[config.mk]
export PLATFORM = sky130hd
export DESIGN_NAME = retransmit_timer_window_core
export DESIGN_NICKNAME = d
export VERILOG_FILES = /design/src/sv/rtw_pkg.sv /design/src/sv/rtw_cell.sv /design/src/sv/retransmit_timer_window_core.sv
export SDC_FILE = /design/constraint.sdc
export NUM_CORES = 1
export LEC_CHECK = 0
export BUFFER_PORTS_ARGS = -buffer_cell sky130_fd_sc_hd__buf_2
export CORE_MARGIN = 8
export CORE_UTILIZATION = 57
export DETAILED_ROUTE_END_ITERATION = 8
export PLACE_DENSITY = 0.88
export SLEW_MARGIN = 20
export SYNTH_ARGS = -nofsm -noshare
export SYNTH_HDL_FRONTEND = slang
export SYNTH_HIERARCHICAL = 1
export SYNTH_SLANG_ARGS = --single-unit
[constraint.sdc]
create_clock -name clk -period 4.8 [get_ports clk]
set_input_delay 0.48 -clock clk [delete_from_list [all_inputs] [get_ports clk]]
set_output_delay 0.48 -clock clk [all_outputs]
set_load 0.02 [all_outputs]
[src/sv/rtw_pkg.sv]
// rtw_pkg: shared types and constants for the retransmit timer window
// holds payload structs, result and command codes, and the cell control struct
// no dependencies
package rtw_pkg;

  localparam int TAG_W   = 8;
  localparam int DELAY_W = 8;
  localparam int CNT_W   = 9;
  localparam int RCNT_W  = 5;
  localparam int LIMIT_W = 4;
  localparam int GEN_W   = 5;

  localparam logic [RCNT_W-1:0]  RCNT_MAX          = 5'd31;
  localparam logic [GEN_W-1:0]   MAX_RESULTS       = 5'd16;
  localparam logic [LIMIT_W-1:0] RESEND_LIMIT_RST  = 4'd5;
  localparam logic [LIMIT_W-1:0] WINDOW_LIMIT_RST  = 4'd6;

  // input command codes
  typedef enum logic {
    CMD_ADD  = 1'b0,
    CMD_TICK = 1'b1
  } cmd_t;

  // result kind codes
  typedef enum logic [1:0] {
    KIND_ADD_OK = 2'd0,
    KIND_FULL   = 2'd1,
    KIND_RESEND = 2'd2,
    KIND_FAIL   = 2'd3
  } kind_t;

  // configuration register indexes
  typedef enum logic {
    CFG_RESEND_LIMIT = 1'b0,
    CFG_WINDOW_LIMIT = 1'b1
  } cfg_idx_t;

  typedef struct packed {
    cmd_t               cmd;
    logic [TAG_W-1:0]   frame_tag;
    logic [DELAY_W-1:0] resend_delay;
  } in_item_t;

  typedef struct packed {
    kind_t            kind;
    logic [TAG_W-1:0] result_tag;
    logic             last;
  } out_item_t;

  // one pending frame as held in a cell
  typedef struct packed {
    logic [TAG_W-1:0]   tag;
    logic [DELAY_W-1:0] delay;
    logic [CNT_W-1:0]   tick_cnt;
    logic [RCNT_W-1:0]  rcnt;
  } entry_t;

  // what every cell does this cycle
  typedef enum logic [1:0] {
    OP_HOLD,
    OP_INSERT,
    OP_POP_DROP,
    OP_POP_KEEP
  } cell_op_t;

  typedef struct packed {
    cell_op_t op;
    entry_t   push;
  } cell_ctl_t;

endpackage

[src/sv/rtw_cell.sv]
// rtw_cell: one slot of the pending frame chain
// shifts toward the tail on insert, toward the head on pop; depends on rtw_pkg
module rtw_cell (
  input  logic              clk,
  input  logic              rst_n,
  input  rtw_pkg::cell_ctl_t ctl,
  input  logic              left_vld,
  input  rtw_pkg::entry_t   left_ent,
  input  logic              right_vld,
  input  rtw_pkg::entry_t   right_ent,
  output logic              vld,
  output rtw_pkg::entry_t   ent
);
  import rtw_pkg::*;

  logic   vld_r, vld_nxt;
  entry_t ent_r, ent_nxt;

  // next slot contents; on a keeping pop the tail cell takes the updated head
  always_comb begin
    vld_nxt = vld_r;
    ent_nxt = ent_r;
    unique case (ctl.op)
      OP_HOLD: begin
        vld_nxt = vld_r;
      end
      OP_INSERT: begin
        vld_nxt = left_vld;
        ent_nxt = left_ent;
      end
      OP_POP_DROP: begin
        vld_nxt = right_vld;
        ent_nxt = right_ent;
      end
      OP_POP_KEEP: begin
        if (vld_r && !right_vld) begin
          vld_nxt = 1'b1;
          ent_nxt = ctl.push;
        end else begin
          vld_nxt = right_vld;
          ent_nxt = right_ent;
        end
      end
      default: begin
        vld_nxt = vld_r;
      end
    endcase
  end

  // valid bit
  always_ff @(posedge clk) begin
    if (!rst_n) begin
      vld_r <= 1'b0;
    end else begin
      vld_r <= vld_nxt;
    end
  end

  // entry payload
  always_ff @(posedge clk) begin
    ent_r <= ent_nxt;
  end

  assign vld = vld_r;
  assign ent = ent_r;

endmodule

[src/sv/retransmit_timer_window_core.sv]
// retransmit_timer_window_core: top level of the retransmit timer window
// a chain of rtw_cell slots plus the head sequencer; depends on rtw_pkg, rtw_cell
//
// Usage
//   in_item is taken when start is high and busy is low. An add (cmd 0) puts
//   the frame at the head of the chain and gives one result (ok or full) on
//   the next cycle; busy stays low, so an item can follow at once.
//   A tick (cmd 1) raises busy and rotates the chain once through cell 0:
//   each cycle the head entry is updated and either goes back in at the tail
//   or is dropped. An entry that is both resent and failed first gives its resend
//   result and is then dropped with a fail result.
//   Results leave at most one per cycle through a one-deep hold register so that the
//   final one of a tick carries last; out_valid marks each for one cycle and
//   the receiver cannot stall. At most 16 results per tick are given.
//   cfg transfers write resend_limit (index 0) and window_limit (index 1);
//   cfg_ready is always high and writes are meant for idle periods.
//   Reset empties the window and loads resend_limit 5, window_limit 6.
module retransmit_timer_window_core #(
  parameter int WINDOW_DEPTH = 8
) (
  input  logic                clk,
  input  logic                rst_n,
  input  logic                start,
  output logic                busy,
  input  rtw_pkg::in_item_t   in_item,
  output logic                out_valid,
  output rtw_pkg::out_item_t  out_item,
  input  logic                cfg_valid,
  output logic                cfg_ready,
  input  rtw_pkg::cfg_idx_t   cfg_index,
  input  logic [3:0]          cfg_data
);
  import rtw_pkg::*;

  localparam int OW = $clog2(WINDOW_DEPTH + 1);
  localparam int CW = (OW > LIMIT_W) ? OW : LIMIT_W;

  // chain wiring: index 0 feeds cell 0 from the left, cell i drives index i+1
  logic      c_vld [0:WINDOW_DEPTH+1];
  entry_t    c_ent [0:WINDOW_DEPTH+1];
  cell_ctl_t ctl;
  entry_t    new_ent;

  assign new_ent = '{tag: in_item.frame_tag, delay: in_item.resend_delay,
                     tick_cnt: '0, rcnt: '0};
  assign c_vld[0] = 1'b1;
  assign c_ent[0] = new_ent;
  assign c_vld[WINDOW_DEPTH+1] = 1'b0;
  assign c_ent[WINDOW_DEPTH+1] = '0;

  for (genvar i = 0; i < WINDOW_DEPTH; i++) begin : g_cell
    rtw_cell u_cell (
      .clk       (clk),
      .rst_n     (rst_n),
      .ctl       (ctl),
      .left_vld  (c_vld[i]),
      .left_ent  (c_ent[i]),
      .right_vld (c_vld[i+2]),
      .right_ent (c_ent[i+2]),
      .vld       (c_vld[i+1]),
      .ent       (c_ent[i+1])
    );
  end

  // control and output registers
  logic [LIMIT_W-1:0] rlim_r, rlim_nxt;
  logic [LIMIT_W-1:0] wlim_r, wlim_nxt;
  logic [OW-1:0]      occ_r, occ_nxt;
  logic [OW-1:0]      steps_r, steps_nxt;
  logic               walk_r, walk_nxt;
  logic               pend_r, pend_nxt;
  logic [GEN_W-1:0]   gen_r, gen_nxt;
  logic               hold_vld_r, hold_vld_nxt;
  kind_t              hold_kind_r, hold_kind_nxt;
  logic [TAG_W-1:0]   hold_tag_r, hold_tag_nxt;
  logic               out_vld_r, out_vld_nxt;
  out_item_t          out_r, out_nxt;

  // head entry evaluation
  entry_t             head;
  logic               resend;
  logic               fail;
  logic [RCNT_W-1:0]  rc_new;
  logic [CNT_W-1:0]   cnt_new;

  assign head    = c_ent[1];
  assign resend  = head.tick_cnt > CNT_W'(head.delay);
  assign rc_new  = !resend ? head.rcnt :
                   (head.rcnt == RCNT_MAX) ? head.rcnt : head.rcnt + 1'b1;
  assign cnt_new = resend ? '0 : head.tick_cnt + 1'b1;
  assign fail    = rc_new > RCNT_W'(rlim_r);

  // window full check
  logic full;
  assign full = (CW'(occ_r) >= CW'(wlim_r)) || (occ_r >= OW'(WINDOW_DEPTH));

  logic    accept;
  logic    res_vld;
  kind_t   res_kind;

  assign accept = start && !walk_r;

  always_comb begin
    ctl           = '{op: OP_HOLD, push: '{tag: head.tag, delay: head.delay,
                                           tick_cnt: cnt_new, rcnt: rc_new}};
    rlim_nxt      = rlim_r;
    wlim_nxt      = wlim_r;
    occ_nxt       = occ_r;
    steps_nxt     = steps_r;
    walk_nxt      = walk_r;
    pend_nxt      = pend_r;
    gen_nxt       = gen_r;
    hold_vld_nxt  = hold_vld_r;
    hold_kind_nxt = hold_kind_r;
    hold_tag_nxt  = hold_tag_r;
    out_vld_nxt   = 1'b0;
    out_nxt       = out_r;
    res_vld       = 1'b0;
    res_kind      = KIND_RESEND;

    // configuration transfer
    if (cfg_valid) begin
      unique case (cfg_index)
        CFG_RESEND_LIMIT: rlim_nxt = cfg_data;
        CFG_WINDOW_LIMIT: wlim_nxt = cfg_data;
        default:          rlim_nxt = rlim_r;
      endcase
    end

    if (!walk_r) begin
      // idle: take a new command
      if (accept) begin
        if (in_item.cmd == CMD_ADD) begin
          out_vld_nxt = 1'b1;
          if (full) begin
            out_nxt = '{kind: KIND_FULL, result_tag: in_item.frame_tag, last: 1'b1};
          end else begin
            ctl.op  = OP_INSERT;
            occ_nxt = occ_r + 1'b1;
            out_nxt = '{kind: KIND_ADD_OK, result_tag: in_item.frame_tag, last: 1'b1};
          end
        end else begin
          walk_nxt     = 1'b1;
          steps_nxt    = occ_r;
          pend_nxt     = 1'b0;
          gen_nxt      = '0;
          hold_vld_nxt = 1'b0;
        end
      end
    end else if (steps_r == '0) begin
      // walk done: release the held result as the final one
      walk_nxt     = 1'b0;
      hold_vld_nxt = 1'b0;
      if (hold_vld_r) begin
        out_vld_nxt = 1'b1;
        out_nxt     = '{kind: hold_kind_r, result_tag: hold_tag_r, last: 1'b1};
      end
    end else begin
      // one step on the head entry
      priority if (pend_r) begin
        res_vld   = 1'b1;
        res_kind  = KIND_FAIL;
        ctl.op    = OP_POP_DROP;
        pend_nxt  = 1'b0;
        steps_nxt = steps_r - 1'b1;
        occ_nxt   = occ_r - 1'b1;
      end else if (resend && fail) begin
        res_vld  = 1'b1;
        res_kind = KIND_RESEND;
        pend_nxt = 1'b1;
      end else if (resend) begin
        res_vld   = 1'b1;
        res_kind  = KIND_RESEND;
        ctl.op    = OP_POP_KEEP;
        steps_nxt = steps_r - 1'b1;
      end else if (fail) begin
        res_vld   = 1'b1;
        res_kind  = KIND_FAIL;
        ctl.op    = OP_POP_DROP;
        steps_nxt = steps_r - 1'b1;
        occ_nxt   = occ_r - 1'b1;
      end else begin
        ctl.op    = OP_POP_KEEP;
        steps_nxt = steps_r - 1'b1;
      end

      // result goes to the hold register, the previous one goes out
      if (res_vld && (gen_r < MAX_RESULTS)) begin
        gen_nxt       = gen_r + 1'b1;
        hold_vld_nxt  = 1'b1;
        hold_kind_nxt = res_kind;
        hold_tag_nxt  = head.tag;
        if (hold_vld_r) begin
          out_vld_nxt = 1'b1;
          out_nxt     = '{kind: hold_kind_r, result_tag: hold_tag_r, last: 1'b0};
        end
      end
    end
  end

  // control state
  always_ff @(posedge clk) begin
    if (!rst_n) begin
      rlim_r     <= RESEND_LIMIT_RST;
      wlim_r     <= WINDOW_LIMIT_RST;
      occ_r      <= '0;
      steps_r    <= '0;
      walk_r     <= 1'b0;
      pend_r     <= 1'b0;
      gen_r      <= '0;
      hold_vld_r <= 1'b0;
      out_vld_r  <= 1'b0;
    end else begin
      rlim_r     <= rlim_nxt;
      wlim_r     <= wlim_nxt;
      occ_r      <= occ_nxt;
      steps_r    <= steps_nxt;
      walk_r     <= walk_nxt;
      pend_r     <= pend_nxt;
      gen_r      <= gen_nxt;
      hold_vld_r <= hold_vld_nxt;
      out_vld_r  <= out_vld_nxt;
    end
  end

  // result payload
  always_ff @(posedge clk) begin
    hold_kind_r <= hold_kind_nxt;
    hold_tag_r  <= hold_tag_nxt;
    out_r       <= out_nxt;
  end

  assign busy      = walk_r;
  assign out_valid = out_vld_r;
  assign out_item  = out_r;
  assign cfg_ready = 1'b1;

endmodule

==> key figures <==
Run status
  • Result of the run: completed

Timing
  • Highest attainable clock frequency: 218 MHz
  • Final-report setup violation count: 0
  • Period utilization: 0.954
  • Max transition margin: 0.448
  • Clock period minus final worst setup slack: 4.58 ns
  • Hold Violations, Final: 0
  • Fin Clk Skew: 0.0108 ns
  • Worst slew pin tran: 0.825 ns
  • Max-slew violations: 0
  • Worst path setup slack after routing: 0.221 ns
  • Total Neg Setup Slack: 0 ns
  • Setup repair after global routing missed its margin: true
  • Hold Worst Slack: 0.167 ns

Setup path
  • Worst r2r path cells: 14
  • CP Data Required Time: 5.13 ns
  • Cell Chain, Critical Path: ha_1 > and4b_1 > a2111o_1 > o211a_2 > nand4_1 > mux2_2 > ha_1 > a211oi_1 > o21a_1 > o21a_1 > a41o_2 > and3b_4 > nand2_1 > a31oi_1
  • Reg2Reg Launch Point: g_cell[0].u_cell/ent[11]
  • Data arrival time of the critical path: 4.91 ns
  • Crit path kind: reg2reg
  • Max FO, Critical Path: 25
  • Library cell contributing the largest single delay on the critical path: edfxtp_1
  • Worst reg2reg path endpoint: g_cell[0].u_cell/ent[19]
  • Minimum setup slack among reg-to-reg paths: 0.22 ns
  • Worst setup EP type: flop
  • Startpoint kind of the worst setup timing path: flop
  • Largest incremental delay on the critical path: 0.50 ns

Power
  • P_leak: 6.35 nW
  • Power per unit of standard cell area: 368 nW/um^2
  • Total power after layout: 6.21 mW
  • IR drop worst, VDD: 314 uV

Placement
  • Number of buffer cells added on primary ports: 38
  • Routability congestion estimate from global placement: 0.948
  • Post-place instance area: 15800 sq um
  • Post-detail-place hpwl: 27200 um
  • Placed instance count: 1999
  • DP Worst Slack: 0.136 ns

Floorplanning
  • Row cnt: 60
  • Number of ports placed on the die boundary: 40
  • Vertical extent of the die: 180 um
  • Die width: 180 um
  • Core Region: 26700 sq um
  • Initial Util: 0.576
  • Die Outline Area: 32500 sq um

GRT
  • First-pass GRT wire length: 63000 um
  • Total congestion overflow after global routing: 0
  • Gr usage total: 0.231
  • Pin count of the biggest net entering global routing: 152
  • Initial antenna violation count: 0
  • Vias in the first global route: 12.0k

Worst hold path
  • Worst Hold Endpoint: rlim_r[0]
  • Class of the tightest hold or removal check: in2reg
  • Hold wc startpoint: cfg_data[0]
  • Cells on Worst Hold Path: 3

Routing
  • Average routed wire per standard cell: 19.3 um
  • Routed via count: 12.9k
  • Via-to-Cell Ratio: 6.27
  • Number of DRC violations after detailed routing: 0
  • Routed Antenna Nets: 0
  • Number of search-and-repair iterations in the first detailed-routing pass: 6
  • Routed WL: 39700 um
  • Violation count after the first detailed-routing iteration: 1994

Synthesis
  • Top-area cell type share of the netlist area: 0.507
  • Synth Cell Area: 15400 sq um
  • Warnings from Yosys: 6
  • Predominant post-synthesis flop cell: edfxtp_1
  • Portion of the post-synthesis area used by sequential elements: 0.550
  • Count of different cell masters after synthesis: 60
  • Count of state elements after synthesis: 293
  • Count of flip-flops with a built-in enable after synthesis: 260
  • Biggest area contributors in the synthesized netlist: edfxtp_1 (51%), nand2_1 (12%), a31oi_1 (10%), nor2_1 (6.2%), dfxtp_1 (4.3%)
  • Share of synthesized registers carrying an async set or reset: 0
  • Syn Area/Cell: 9.33 sq um
  • Cell type contributing the most total cell area after synthesis: edfxtp_1
  • Gate count after technology mapping: 1649

Final layout
  • Layout Cell Area excl Fill: 16900 sq um
  • Area taken by multi-input logic gates: 6340 sq um
  • Fraction of final layout cells with drive strength greater than 1: 0.0962
  • Layout Utilization: 0.632
  • Layout overhead on the synthesized area: 9.76%
  • Antenna cells: 0
  • Total Nets Final: 1741
  • Final standard cell count with taps included and fillers excluded: 2057
  • Number of fill cells: 1984
  • Sequential Area: 8470 sq um

Flow run
  • Max-cap viol count: 0

Clock network
  • CTS tree: yes
  • CTS clk-pin slew, worst paths: 0.06 ns
  • CTS resizes: 0
  • TritonCTS buffer count: 30
  • Quantity of hold-fixing buffers added after cts: 0
  • Insertion delay to the later sink of the worst-skew pair: 0.56 ns
  • Maximum buffer depth of the clock tree: 3
  • Post-CTS setup repair buffer count: 0
  • Clock root buffer: clkbuf_16
  • H-tree levels: 1
  • Clock sink count: 293
cells in the mapped netlist (6+ instances only):
library cell    n
a31oi_1       245
nand3b_1        9
and3b_4         8
mux2i_1         6
ha_1           22
dfxtp_1        33
nor2b_1        19
mux2_2         11
buf_6          24
nand3_1        18
xnor2_1        14
nor2_1        255
clkbuf_1       21
edfxtp_1      260
nand2_1       509
or2_2           9
inv_1          28
buf_2          64
a21oi_1        10
a222oi_1        8
final cells by class:
type | count | share of cell area
inverters | 29 | 0.00645
clock buffers | 38 | 0.0508
flip-flops and latches | 293 | 0.501
clock inverters | 18 | 0.00689
multi-input cells | 1264 | 0.375
well taps | 341 | 0.0253
repair buffers | 74 | 0.0339
registers in the layout, summed over array words and instances, names as in the netlist:
register           cells
g_cell.u_cell/ent    240
out_item              11
g_cell.u_cell/vld      8
hold_tag_r             8
gen_r                  5
occ_r                  4
rlim_r                 4
steps_r                4
wlim_r                 4
busy                   1
hold_kind_r            1
hold_vld_r             1
out_valid              1
pend_r                 1
worst max-delay path by stage:
stage,from,end,cells past startpoint
global route,g_cell[0].u_cell/ent[11],g_cell[6].u_cell/ent[7],14
global placement,g_cell[0].u_cell/ent[11],g_cell[7].u_cell/ent[15],14
detailed placement,g_cell[0].u_cell/ent[11],g_cell[7].u_cell/ent[15],14
CTS,g_cell[0].u_cell/ent[11],g_cell[0].u_cell/ent[19],14
finish,g_cell[0].u_cell/ent[11],g_cell[0].u_cell/ent[19],14
floorplan,g_cell[0].u_cell/ent[21],g_cell[0].u_cell/ent[0],15
worst max-delay path, delay by kind of cell (launching register included):
| family | cells | cell delay [ns] |
|---|---|---|
| AO/OA/AOI/OAI | 7 | 2.09 |
| flip-flops | 1 | 0.50 |
| AND/OR/NAND/NOR | 4 | 0.84 |
| adder cells (fa/ha/maj) | 2 | 0.55 |
| multiplexers | 1 | 0.36 |
report_power, final:
group | internal (mW) | leakage [nW] | total [mW] | switching (mW)
Sequential | 3.03 | 2.69 | 3.16 | 0.126
Clock | 1.31 | 0.498 | 2.29 | 0.980
Combinational | 0.252 | 3.16 | 0.758 | 0.506
Total | 4.60 | 6.35 | 6.21 | 1.61
placed cells by master (no fill, tap or decap), drive strengths merged, types with 10 or more instances in the layout:
master,n
buf,73
nand2,509
dfxtp,33
xnor2,14
nor2,255
clkinv,15
clkbuf,39
edfxtp,260
a21oi,10
a31oi,246
ha,22
inv,31
conb,49
nor2b,19
nand3,18
mux2,11
per-layer routing:
layer / wire length (um) / GRT usage / up-vias
met5: 0 / 0 / -
li1: - / - / 5858
met3: 4470 / 0.0371 / 88
met1: 15300 / 0.305 / 6066
met2: 18600 / 0.377 / 887
met4: 1340 / 0.0890 / 0
cells by family (layout without fill, tap and decap cells):
logic type | after synthesis | count (layout) | synth area share
xor+xnor | 18 | 18 | 0.0102
simple gates | 845 | 846 | 0.222
compound gates | 311 | 311 | 0.134
other cells | 2 | 49 | 0.000488
fa+ha+maj | 23 | 23 | 0.0192
flops | 293 | 293 | 0.550
buf+inv | 140 | 159 | 0.0513
mux | 17 | 17 | 0.0120
Note: power is estimated with default switching activity, not from simulation.
